File: src/hdl/ssid_pkg.sv
`default_nettype none
package ssid_pkg;

  // store depth and the width that holds a count of 0 .. CAPACITY
  localparam int CAPACITY = 64;
  localparam int CNT_W    = $clog2(CAPACITY + 1);
  localparam int VAL_W    = 32;
  localparam int OUT_CNT_W = 7;

  typedef enum logic {
    CMD_INSERT = 1'b0,
    CMD_DELETE = 1'b1
  } cmd_t;

  typedef enum logic [2:0] {
    ST_INSERTED  = 3'd0,
    ST_DUPLICATE = 3'd1,
    ST_DELETED   = 3'd2,
    ST_NOTFOUND  = 3'd3,
    ST_FULL      = 3'd4
  } status_t;

  typedef enum logic {
    S_IDLE  = 1'b0,
    S_APPLY = 1'b1
  } state_t;

  typedef struct packed {
    cmd_t                    command;
    logic signed [VAL_W-1:0] value;
  } in_item_t;

  typedef struct packed {
    status_t              status;
    logic [OUT_CNT_W-1:0] count;
  } out_item_t;

  // per-cell control, common to the whole row
  typedef struct packed {
    logic cap;   // register compare flags against the incoming key
    logic upd;   // commit the operation
    logic ins;   // committed operation is an insert
    logic del;   // committed operation is a delete
  } cell_ctl_t;

endpackage
`default_nettype wire

File: src/hdl/ssid_cell.sv
`default_nettype none
module ssid_cell
  import ssid_pkg::*;
(
  input  wire logic                    clk,
  input  wire cell_ctl_t               ctl,
  input  wire logic signed [VAL_W-1:0] cmp_key,    // key of the incoming transaction
  input  wire logic signed [VAL_W-1:0] wr_key,     // key held for the commit
  input  wire logic                    occupied,   // this slot is below the count
  input  wire logic                    at_tail,    // this slot index equals the count
  input  wire logic                    left_gt,    // lower neighbor holds a value larger than the key
  input  wire logic signed [VAL_W-1:0] left_value,
  input  wire logic signed [VAL_W-1:0] right_value,
  output logic signed [VAL_W-1:0]      value_r,
  output logic                         gt_r,
  output logic                         eq_r
);

  logic signed [VAL_W-1:0] value_nxt;

  // compare flags, taken when a transaction is accepted
  always_ff @(posedge clk) begin
    if (ctl.cap) begin
      gt_r <= occupied && (value_r > cmp_key);
      eq_r <= occupied && (value_r == cmp_key);
    end
  end

  // insert: shift up above the key, key lands at the first larger slot or the tail
  // delete: every occupied slot from the match upward takes its upper neighbor
  always_comb begin
    value_nxt = value_r;
    if (ctl.ins) begin
      if (left_gt) begin
        value_nxt = left_value;
      end else if (gt_r || at_tail) begin
        value_nxt = wr_key;
      end
    end else if (ctl.del) begin
      if (gt_r || eq_r) begin
        value_nxt = right_value;
      end
    end
  end

  always_ff @(posedge clk) begin
    if (ctl.upd) begin
      value_r <= value_nxt;
    end
  end

endmodule
`default_nettype wire
File: config.mk
export PLATFORM = sky130hd
export DESIGN_NAME = ssid_cell
export DESIGN_NICKNAME = d
export VERILOG_FILES = /design/src/hdl/ssid_pkg.sv /design/src/hdl/ssid_cell.sv
export SDC_FILE = /design/constraint.sdc
export NUM_CORES = 1
export LEC_CHECK = 0
export BUFFER_PORTS_ARGS = -buffer_cell sky130_fd_sc_hd__buf_2
export CAP_MARGIN = 25
export CORE_MARGIN = 1.5
export CORE_UTILIZATION = 46
export CTS_BUF_LIST = sky130_fd_sc_hd__clkbuf_8 sky130_fd_sc_hd__clkbuf_16
export DETAILED_ROUTE_END_ITERATION = 12
export GPL_ROUTABILITY_DRIVEN = 0
export PLACE_DENSITY = 0.85
export SLEW_MARGIN = 25
export SYNTH_ARGS = -nofsm -noshare
export SYNTH_HDL_FRONTEND = slang
export SYNTH_SLANG_ARGS = --single-unit
File: constraint.sdc
create_clock -name clk -period 4.5 [get_ports clk]
set_clock_uncertainty 0.05 [all_clocks]
set_input_delay 1.125 -clock clk [delete_from_list [all_inputs] [get_ports clk]]
set_output_delay 1.125 -clock clk [all_outputs]
set_load 0.03 [all_outputs]
==> results of run 1 <==
-- synthesized netlist by cell type --
master / number
a2111oi_2: 1
a21boi_0: 1
a21o_1: 3
a21oi_1: 42
a21oi_2: 2
a221o_1: 2
and2_1: 1
and3_1: 1
and4_1: 2
buf_1: 1
buf_2: 3
clkbuf_1: 7
edfxtp_1: 34
ha_1: 32
inv_1: 33
mux2i_1: 33
nand2_1: 7
nand3_1: 6
nand3b_1: 1
nand4_1: 4
nor2_1: 36
nor2b_1: 2
nor4_1: 1
o211ai_1: 1
o21ai_0: 3
o21ai_1: 1
o31ai_1: 2
-- path summary, 6_finish.rpt --
kind / start / to
min: value_r[31]$_DFFE_PP_ / gt_r$_DFFE_PP_
max reg2reg: value_r[19]$_DFFE_PP_ / gt_r$_DFFE_PP_
max: cmp_key[19] / gt_r$_DFFE_PP_
min reg2reg: value_r[31]$_DFFE_PP_ / gt_r$_DFFE_PP_
-- cell type report --
cell class                      count  share of cell area (%)
Clock buffer                        5                    1.96
Clock inverter                      2                   0.214
Multi-Input combinational cell    184                    38.1
Sequential cell                    34                    29.0
Inverter                           33                    3.52
Timing Repair Buffer              172                    24.7
Tap cell                           70                    2.49
-- cell families after synthesis --
| family | synth area share [%] |
|---|---|
| DFF | 40.4 |
| AOI/OAI and AO/OA | 13.3 |
| muxes | 13.1 |
| and+or+nand+nor | 10.8 |
| adders and majority gates | 15.8 |
| buffers and inverters | 6.68 |
-- power by group through the flow --
stage | registers [mW] | logic [mW] | clock network, mW
2_1_floorplan | 0.429 | 0.110 | 0
3_3_place_gp | 0.392 | 0.240 | 0
3_5_place_dp | 0.392 | 0.249 | 0
4_1_cts | 0.386 | 0.250 | 0.210
5_1_grt | 0.388 | 0.276 | 0.222
6_report | 0.385 | 0.248 | 0.203
-- layer usage --
metal / part of all wire [%] / GRT usage [%] / vias to the layer above
li1: - / - / 1269
met1: 41 / 24.7 / 1093
met2: 51 / 40.4 / 97
met3: 5.8 / 4.05 / 13
met4: 1.7 / 8.00 / 0
met5: 0 / 0 / -
-- sequential cells by signal, summed over array words and instances (netlist names) --
signal / cells
value_r: 32
eq_r: 1
gt_r: 1
-- metrics by stage --
| stage | area [µm²] | hold slack, ns | utilization (%) | cells |
|---|---|---|---|---|
| floorplan | 2530 | 0.951 | - | 262 |
| finish | 3520 | 0.798 | 67.5 | 500 |
| global placement | 3440 | 0.770 | 66.1 | 493 |
| global route | 3520 | 0.851 | 67.5 | 500 |
| detailed placement | 3440 | 0.794 | 66.1 | 493 |
| CTS | 3520 | 0.809 | 67.5 | 500 |
-- layout by cell type, fill, tap and decap left out, drive strengths merged, types with 3 or more instances in the layout --
master,netlist,routed
a21o,3,3
a21oi,44,44
buf,4,172
clkbuf,7,5
edfxtp,34,34
ha,32,32
inv,33,35
mux2i,33,33
nand2,7,7
nand3,6,6
nand4,4,4
nor2,36,36
o21ai,4,4
-- worst max-delay path: stages --
cell       delay (ns)
buf_2            0.08
inv_1            0.03
ha_1             0.31
a21oi_2          0.13
o21ai_1          0.07
a221o_1          0.38
a2111oi_2        0.35
nand2_1          0.11
mux2i_1          0.13
==> impl_results.md, run 1 <==
- CP arrival: 2.72 ns
- Global-route wire length before repair: 10.5 mm
- Row count: 26
- Syn Inst Count: 262
- Pre-Repair DR Iteration Count: 4
- Height of the die: 77.1 µm
- Period utilization: 60.9%
- Post-DP HPWL: 5.39 mm
- DRC: 0
- Leak: 1.89 nW
- Yosys warning count: 0
- Vias in the first global route: 2,465
- Final setup viols: 0
- Post-synth top area cell: edfxtp_1
- Tot GR Track Use: 21.9%
- Initial antenna violation count: 0
- Via count: 2,472
- Hold path depth: 3
- Switch share: 29.6%
- Crit. End Element: flip-flop
- Share of cells above drive strength 1: 41.9%
- Critical Path RT: 4.48 ns
- Diodes inserted: 0
- Outcome: finished, final reports clean
- Routed Antenna Nets: 0
- I/O Buffers: 169
- Comb pwr share: 29.7%
- Starting Density: 48.6%
- Syn nets: 430
- CP max FO: 2
- Routed WL per cell: 13.1 µm
- Drt total wl: 6.56 mm
- Number of H-tree levels: 2
- Filler instances: 424
- I/O Pins: 170
- Worst-skew pair later-pin latency: 0.27 ns
- Num CTS Buffers: 5
- Reg2Reg Depth: 7
- Reg power frac: 46.1%
- GRT overflow: 0
- Setup bufs post-CTS: 0
- Area delta synth->final: 39.0%
- Clk pwr share: 24.3%
- CP Launch Type: input pin
- TNS Setup: 0 ns
- CORE AREA: 5200 µm²
- Setup WS post-layout: 1.76 ns
- Max_cap viols: 0
- P_sw: 248 µW
- Top-area cell type share of the netlist area: 40.4%
- Internal power: 589 µW
- WS Path Type: input pin to flip-flop
- Pwr/cell area: 238 nW/µm²
- Number of DRC markers in iteration 0: 66
- Register bit total from synthesis: 34
- CTS clock-pin slew for the worst setup and hold paths: 0.07 ns
- Design Power: 837 µW
- Die Area: 5950 µm²
- Syn Std Cell Area: 2530 µm²
- Highest clock rate: 0.365 GHz
- Flop-to-flop setup slack: 2.31 ns
- Largest net degree at the start of global routing: 36
- Area contributors post-synth: edfxtp_1 40%, ha_1 16%, mux2i_1 13%
- CTS tree: yes
- Share of the yosys chip area belonging to registers: 40.4%
- Max Slew Vio Count: 0
- Pre-CTS WS: 1.46 ns
- Seq. cell area: 1020 µm²
- CTS Root Cell: clkbuf_8
- Final hold vios: 0
- Post-synth cell types: 27
- VDD IR max: 173 µV
- Slew margin rel.: 61.6%
- RSZ-0062 raised after global routing: false
- Vias per inst: 4.94
- Die width: 77.1 µm
- Worst Hold Class: flip-flop to flip-flop
- Multi-input logic area: 1340 µm²
- Clock buffer depth: 2
- Cts hold-fix bufs: 0
- Post-cts resize count: 0
- Worst-Margin Slew: 0.576 ns
- Clk sink count: 34
- Final net count: 598
- Crit path time final: 2.74 ns
- Avg Cell Area, Syn: 9.65 µm²
No activity file was read; power rests on OpenSTA's default activity.
==> inputs of run 2 (changes only) <==
--- a/config.mk
+++ b/config.mk
@@ -8,11 +8,11 @@
 export BUFFER_PORTS_ARGS = -buffer_cell sky130_fd_sc_hd__buf_2
 export CAP_MARGIN = 25
 export CORE_MARGIN = 1.5
-export CORE_UTILIZATION = 46
+export CORE_UTILIZATION = 38
 export CTS_BUF_LIST = sky130_fd_sc_hd__clkbuf_8 sky130_fd_sc_hd__clkbuf_16
 export DETAILED_ROUTE_END_ITERATION = 12
 export GPL_ROUTABILITY_DRIVEN = 0
-export PLACE_DENSITY = 0.85
+export PLACE_DENSITY = 0.75
 export SLEW_MARGIN = 25
 export SYNTH_ARGS = -nofsm -noshare
 export SYNTH_HDL_FRONTEND = slang
==> constraint.sdc (replaced) <==
create_clock -name clk -period 2.4 [get_ports clk]
set_clock_uncertainty 0.05 [all_clocks]
set_input_delay 0.6 -clock clk [delete_from_list [all_inputs] [get_ports clk]]
set_output_delay 0.6 -clock clk [all_outputs]
set_load 0.03 [all_outputs]
==> run 2 against run 1 <==
  * Routed wire length rose by 5.2%
  * First-iteration DRC count fell by 3.0%
  * Combinational power rose by 94%
  * Setup slack got worse by 1.6 ns
  * Sequential share of layout area fell by 0.65 points
  * Register-to-register slack got worse by 2.1 ns
  * Critical endpoint unchanged
  * Largest power group unchanged
==> impl_results.md, run 2 (synthesis results as in run 1) <==
- Worst Hold Class: input pin to flip-flop
- Internal power: 1.12 mW
- Global-route wire length before repair: 10.8 mm
- GRT overflow: 0
- Buf/Inv on CP: 2
- I/O Buffers: 169
- Routed Antenna Nets: 0
- CP max FO: 2
- Height of the die: 84.6 µm
- Worst-Margin Slew: 0.345 ns
- Pre-Repair DR Iteration Count: 4
- Setup bufs post-CTS: 0
- Starting Density: 39.6%
- I/O Pins: 170
- Tot GR Track Use: 18.9%
- Comb pwr share: 29.9%
- Final hold vios: 0
- VDD IR max: 245 µV
- DRC: 0
- Final setup viols: 0
- Highest clock rate: 0.453 GHz
- Critical Path RT: 2.39 ns
- Share of cells above drive strength 1: 43.3%
- Pwr/cell area: 447 nW/µm²
- Commonest non-fill, non-tap cells in the layout: 169 x buf_2, 42 x a21oi_1, 36 x nor2_1
- Outcome: finished, final reports clean
- Die width: 84.6 µm
- Via count: 2,542
- Most flops, register: value_r
- Worst-skew pair later-pin latency: 0.28 ns
- CTS Root Cell: clkbuf_8
- Row count: 29
- CP Launch Type: input pin
- RSZ-0062 raised after global routing: false
- CP arrival: 2.19 ns
- Reg power frac: 45.0%
- Area delta synth->final: 42.2%
- Final Core Density: 56.3%
- Largest register FFs: 32
- Final cell count without fillers: 516
- Cts hold-fix bufs: 0
- Critical-path cell list: buf_2, inv_1, ha_1, a21oi_2, o21ai_1, a221o_1, a2111oi_2, nand2_1, mux2i_1
- Routed WL per cell: 13.4 µm
- WS Path Type: input pin to flip-flop
- Leak: 1.93 nW
- Crit. End Element: flip-flop
- P_sw: 488 µW
- Setup WS post-layout: 0.193 ns
- Slowest-stage cell, CP: a221o_1
- CTS clock-pin slew for the worst setup and hold paths: 0.07 ns
- CORE AREA: 6390 µm²
- Slew margin rel.: 77.0%
- Inst Count DP: 508
- Clock buffer depth: 2
- Design Power: 1.61 mW
- Period utilization: 91.9%
- Num CTS Buffers: 5
- Clk sink count: 34
- Final net count: 606
- Filler instances: 586
- Largest net degree at the start of global routing: 36
- Pre-CTS WS: -0.122 ns
- Crit-path max cell delay: 0.38 ns
- Commonest non-fill, non-tap cell in the layout: buf_2
- Switch share: 30.4%
- Family with the most delay on the worst path: compound AO/OA/AOI/OAI gates
- Clk pwr share: 25.1%
- Top Registers: value_r (32), eq_r (1), gt_r (1)
- Post-DP HPWL: 5.84 mm
- Diodes inserted: 0
- Vias per inst: 4.93
- Number of H-tree levels: 2
- Max Slew Vio Count: 0
- Initial antenna violation count: 0
- Crit path time final: 2.21 ns
- Drt total wl: 6.90 mm
- Vias in the first global route: 2,533
- CTS tree: yes
- Die Area: 7150 µm²
- Max_cap viols: 0
- Number of DRC markers in iteration 0: 64
==> run 2: changes by cell type in the layout (fill, tap and decap cells not counted) <==
cell / change
buf_4: +8
clkinv_1: +1
clkinv_2: +1
inv_1: -1
nor4_1: -1
nor4_2: +1
==> run 2: routing by layer <==
metal	vias up	global-route usage [%]	routed length (µm)
li1	1291	-	-
met1	1135	20.8	2790
met2	101	35.7	3580
met3	15	2.65	375
met4	0	8.06	161
met5	-	0	0
==> run 2: power groups by stage <==
stage / combinational [mW] / clock [mW] / sequential (mW)
6_report: 0.481 / 0.403 / 0.722
5_1_grt: 0.535 / 0.437 / 0.727
4_1_cts: 0.485 / 0.418 / 0.723
3_5_place_dp: 0.482 / 0 / 0.736
3_3_place_gp: 0.466 / 0 / 0.734
2_1_floorplan: 0.207 / 0 / 0.804
==> run 2: timing repair <==
item | in CTS | in global routing
endpoints found under the setup margin | 0 | 1
resized for setup | 0 | 1
hold endpoints to repair | 0 | 0
==> run 2: worst paths after layout <==
| check | endpoint | startpoint | slack (ns) | cells after the start |
|---|---|---|---|---|
| worst max-delay path | gt_r$_DFFE_PP_ | cmp_key[17] | 0.19 | 9 |
| worst min-delay path | gt_r$_DFFE_PP_ | ctl[3] | 0.49 | 1 |
| worst max register to register | gt_r$_DFFE_PP_ | value_r[17]$_DFFE_PP_ | 0.21 | 7 |
| worst min register to register | gt_r$_DFFE_PP_ | value_r[31]$_DFFE_PP_ | 0.83 | 3 |
==> run 2: cell type report <==
| type | count | area, µm² | share of cell area, % |
|---|---|---|---|
| Inverter | 33 | 124 | 3.44 |
| Clock buffer | 5 | 68.8 | 1.91 |
| Multi-Input combinational cell | 184 | 1350 | 37.4 |
| Tap cell | 77 | 96.3 | 2.68 |
| Timing Repair Buffer | 180 | 928 | 25.8 |
| Clock inverter | 3 | 12.5 | 0.348 |
| Sequential cell | 34 | 1020 | 28.4 |
==> run 2: per-stage QoR <==
step                hold WS, ns  area (µm²)  TNS [ns]
floorplan                 0.662        2530         0
global placement          0.773        3510    -0.144
detailed placement        0.780        3510    -0.122
CTS                       0.481        3590         0
global route              0.486        3600         0
finish                    0.491        3600         0
==> inputs of run 3 (changes only) <==
--- a/config.mk
+++ b/config.mk
@@ -5,7 +5,7 @@
 export SDC_FILE = /design/constraint.sdc
 export NUM_CORES = 1
 export LEC_CHECK = 0
-export BUFFER_PORTS_ARGS = -buffer_cell sky130_fd_sc_hd__buf_2
+export BUFFER_PORTS_ARGS = -buffer_cell sky130_fd_sc_hd__buf_4
 export CAP_MARGIN = 25
 export CORE_MARGIN = 1.5
 export CORE_UTILIZATION = 38
==> run 3 against run 2 <==
  * Maximum frequency is 0.11% lower
  * Sequential cell count unchanged
  * Global-route usage down 0.076 points
  * Design area is 11% higher
  * Critical endpoint unchanged
  * Highest routed layer unchanged
==> impl_results.md, run 3 (synthesis results as in run 1) <==
- Reg-to-reg critical path endpoint: gt_r$_DFFE_PP_
- Final setup viols: 0
- Leak: 2.07 nW
- Worst setup path endpoint: gt_r$_DFFE_PP_
- Hold_ws: 0.486 ns
- Number of DRC markers in iteration 0: 47
- Max_cap viols: 0
- Internal power: 1.19 mW
- Clk pwr share: 22.7%
- Switch share: 27.9%
- Hold path depth: 1
- Die Area: 7150 µm²
- DRC: 0
- Period utilization: 92.0%
- Routed Antenna Nets: 0
- Vias in the first global route: 2,469
- Reg power frac: 43.8%
- Initial antenna violation count: 0
- I/O Buffers: 169
- Die width: 84.6 µm
- Crit path from: cmp_key[17]
- Worst-skew pair later-pin latency: 0.27 ns
- Clk sink count: 34
- Commonest non-fill, non-tap cell in the layout: buf_4
- Diodes inserted: 0
- Critical-path cell list: buf_4, inv_1, ha_1, a21oi_2, o21ai_1, a221o_1, a2111oi_2, nand2_1, mux2i_1
- Largest net degree at the start of global routing: 37
- CP Launch Type: input pin
- Crit path time final: 2.21 ns
- Via count: 2,447
- Pre-Repair DR Iteration Count: 4
- RSZ-0062 raised after global routing: false
- Inst Count DP: 506
- Worst-Margin Slew: 0.352 ns
- Crit. End Element: flip-flop
- CORE AREA: 6390 µm²
- Cts hold-fix bufs: 0
- Slew margin rel.: 76.3%
- Tot GR Track Use: 18.8%
- Slowest-stage cell, CP: a221o_1
- Placed Area: 3920 µm²
- Critical Path RT: 2.37 ns
- Comb pwr share: 33.4%
- Pwr/cell area: 414 nW/µm²
- Top Registers: value_r (32), eq_r (1), gt_r (1)
- TNS Setup: 0 ns
- CTS clock-pin slew for the worst setup and hold paths: 0.06 ns
- Post-cts resize count: 0
- Final net count: 604
- WS Path Type: input pin to flip-flop
- Worst Hold Class: input pin to flip-flop
- Drt total wl: 6.84 mm
- Number of H-tree levels: 2
- Most flops, register: value_r
- Starting Density: 39.6%
- Outcome: finished, final reports clean
- P_sw: 461 µW
- Design Power: 1.65 mW
- Num CTS Buffers: 5
- CP arrival: 2.18 ns
- GRT overflow: 0
- Post-DP HPWL: 5.82 mm
- Share of cells above drive strength 1: 42.7%
- I/O Pins: 170
- Max Slew Vio Count: 0
- Final cell count without fillers: 513
- Area delta synth->final: 57.9%
- Row count: 29
- VDD IR max: 287 µV
- Final hold vios: 0
- Height of the die: 84.6 µm
- CP max FO: 2
- Vias per inst: 4.77
- Global-route wire length before repair: 10.8 mm
- Crit-path max cell delay: 0.39 ns
- CTS Root Cell: clkbuf_8
- Design Area, Final: 3990 µm²
- Routed WL per cell: 13.3 µm
- Setup bufs post-CTS: 0
- Commonest non-fill, non-tap cells in the layout: 178 x buf_4, 42 x a21oi_1, 36 x nor2_1
- CTS tree: yes
- Worst R2R Start: value_r[19]$_DFFE_PP_
- Clock buffer depth: 2
- Highest clock rate: 0.453 GHz
- Largest register FFs: 32
- Reg2Reg Depth: 7
- Flop-to-flop setup slack: 0.21 ns
run 3: cell types whose count changed in the layout (fill, tap and decap cells not counted):
cell,change
buf_2,-169
clkinv_2,-1
nor4_2,-1
clkinv_1,-1
nor4_1,+1
inv_1,+1
buf_4,+167
run 3: worst min-delay path by stage:
stage	from	to	slack, ns
floorplan	ctl[3]	eq_r$_DFFE_PP_	0.66
global placement	ctl[3]	gt_r$_DFFE_PP_	0.76
detailed placement	ctl[3]	gt_r$_DFFE_PP_	0.76
CTS	ctl[3]	eq_r$_DFFE_PP_	0.47
global route	ctl[3]	eq_r$_DFFE_PP_	0.47
finish	ctl[3]	eq_r$_DFFE_PP_	0.49
run 3: final cells by class:
type	count	area, µm²
multi-input cells	184	1340
fillers	558	2390
well taps	77	96.3
inverters	33	124
clock inverters	2	7.51
flip-flops and latches	34	1020
clock buffers	5	68.8
repair buffers	178	1340
run 3: per-layer routing:
metal	share of wire [%]	global-route usage [%]	vias up	wire [µm]
met1	41	21.9	1061	2780
met5	0	0	-	0
li1	-	-	1287	-
met2	52	34.3	91	3540
met4	1.1	5.13	0	77
met3	6.4	4.52	8	441
run 3: metrics by stage:
| stage | setup WS (ns) | utilization (%) |
|---|---|---|
| 2_1_floorplan | 0.0851 | - |
| 3_3_place_gp | -0.0829 | 61.3 |
| 3_5_place_dp | -0.0992 | 61.3 |
| 4_1_cts | 0.188 | 62.5 |
| 5_1_grt | 0.103 | 62.5 |
| 6_report | 0.191 | 62.5 |
run 3: power groups by stage:
stage	sequential [mW]	combinational (mW)	clock (mW)
finish	0.724	0.552	0.375
global route	0.730	0.607	0.414
CTS	0.724	0.557	0.390
detailed placement	0.737	0.555	0
global placement	0.736	0.543	0
floorplan	0.804	0.207	0
run 3: critical path: cells and delay by family:
| family | cells | cell delay [ns] |
|---|---|---|
| buffers and inverters | 2 | 0.11 |
| and+or+nand+nor | 1 | 0.10 |
| AOI/OAI and AO/OA | 4 | 0.95 |
| muxes | 1 | 0.12 |
| adders and majority gates | 1 | 0.30 |
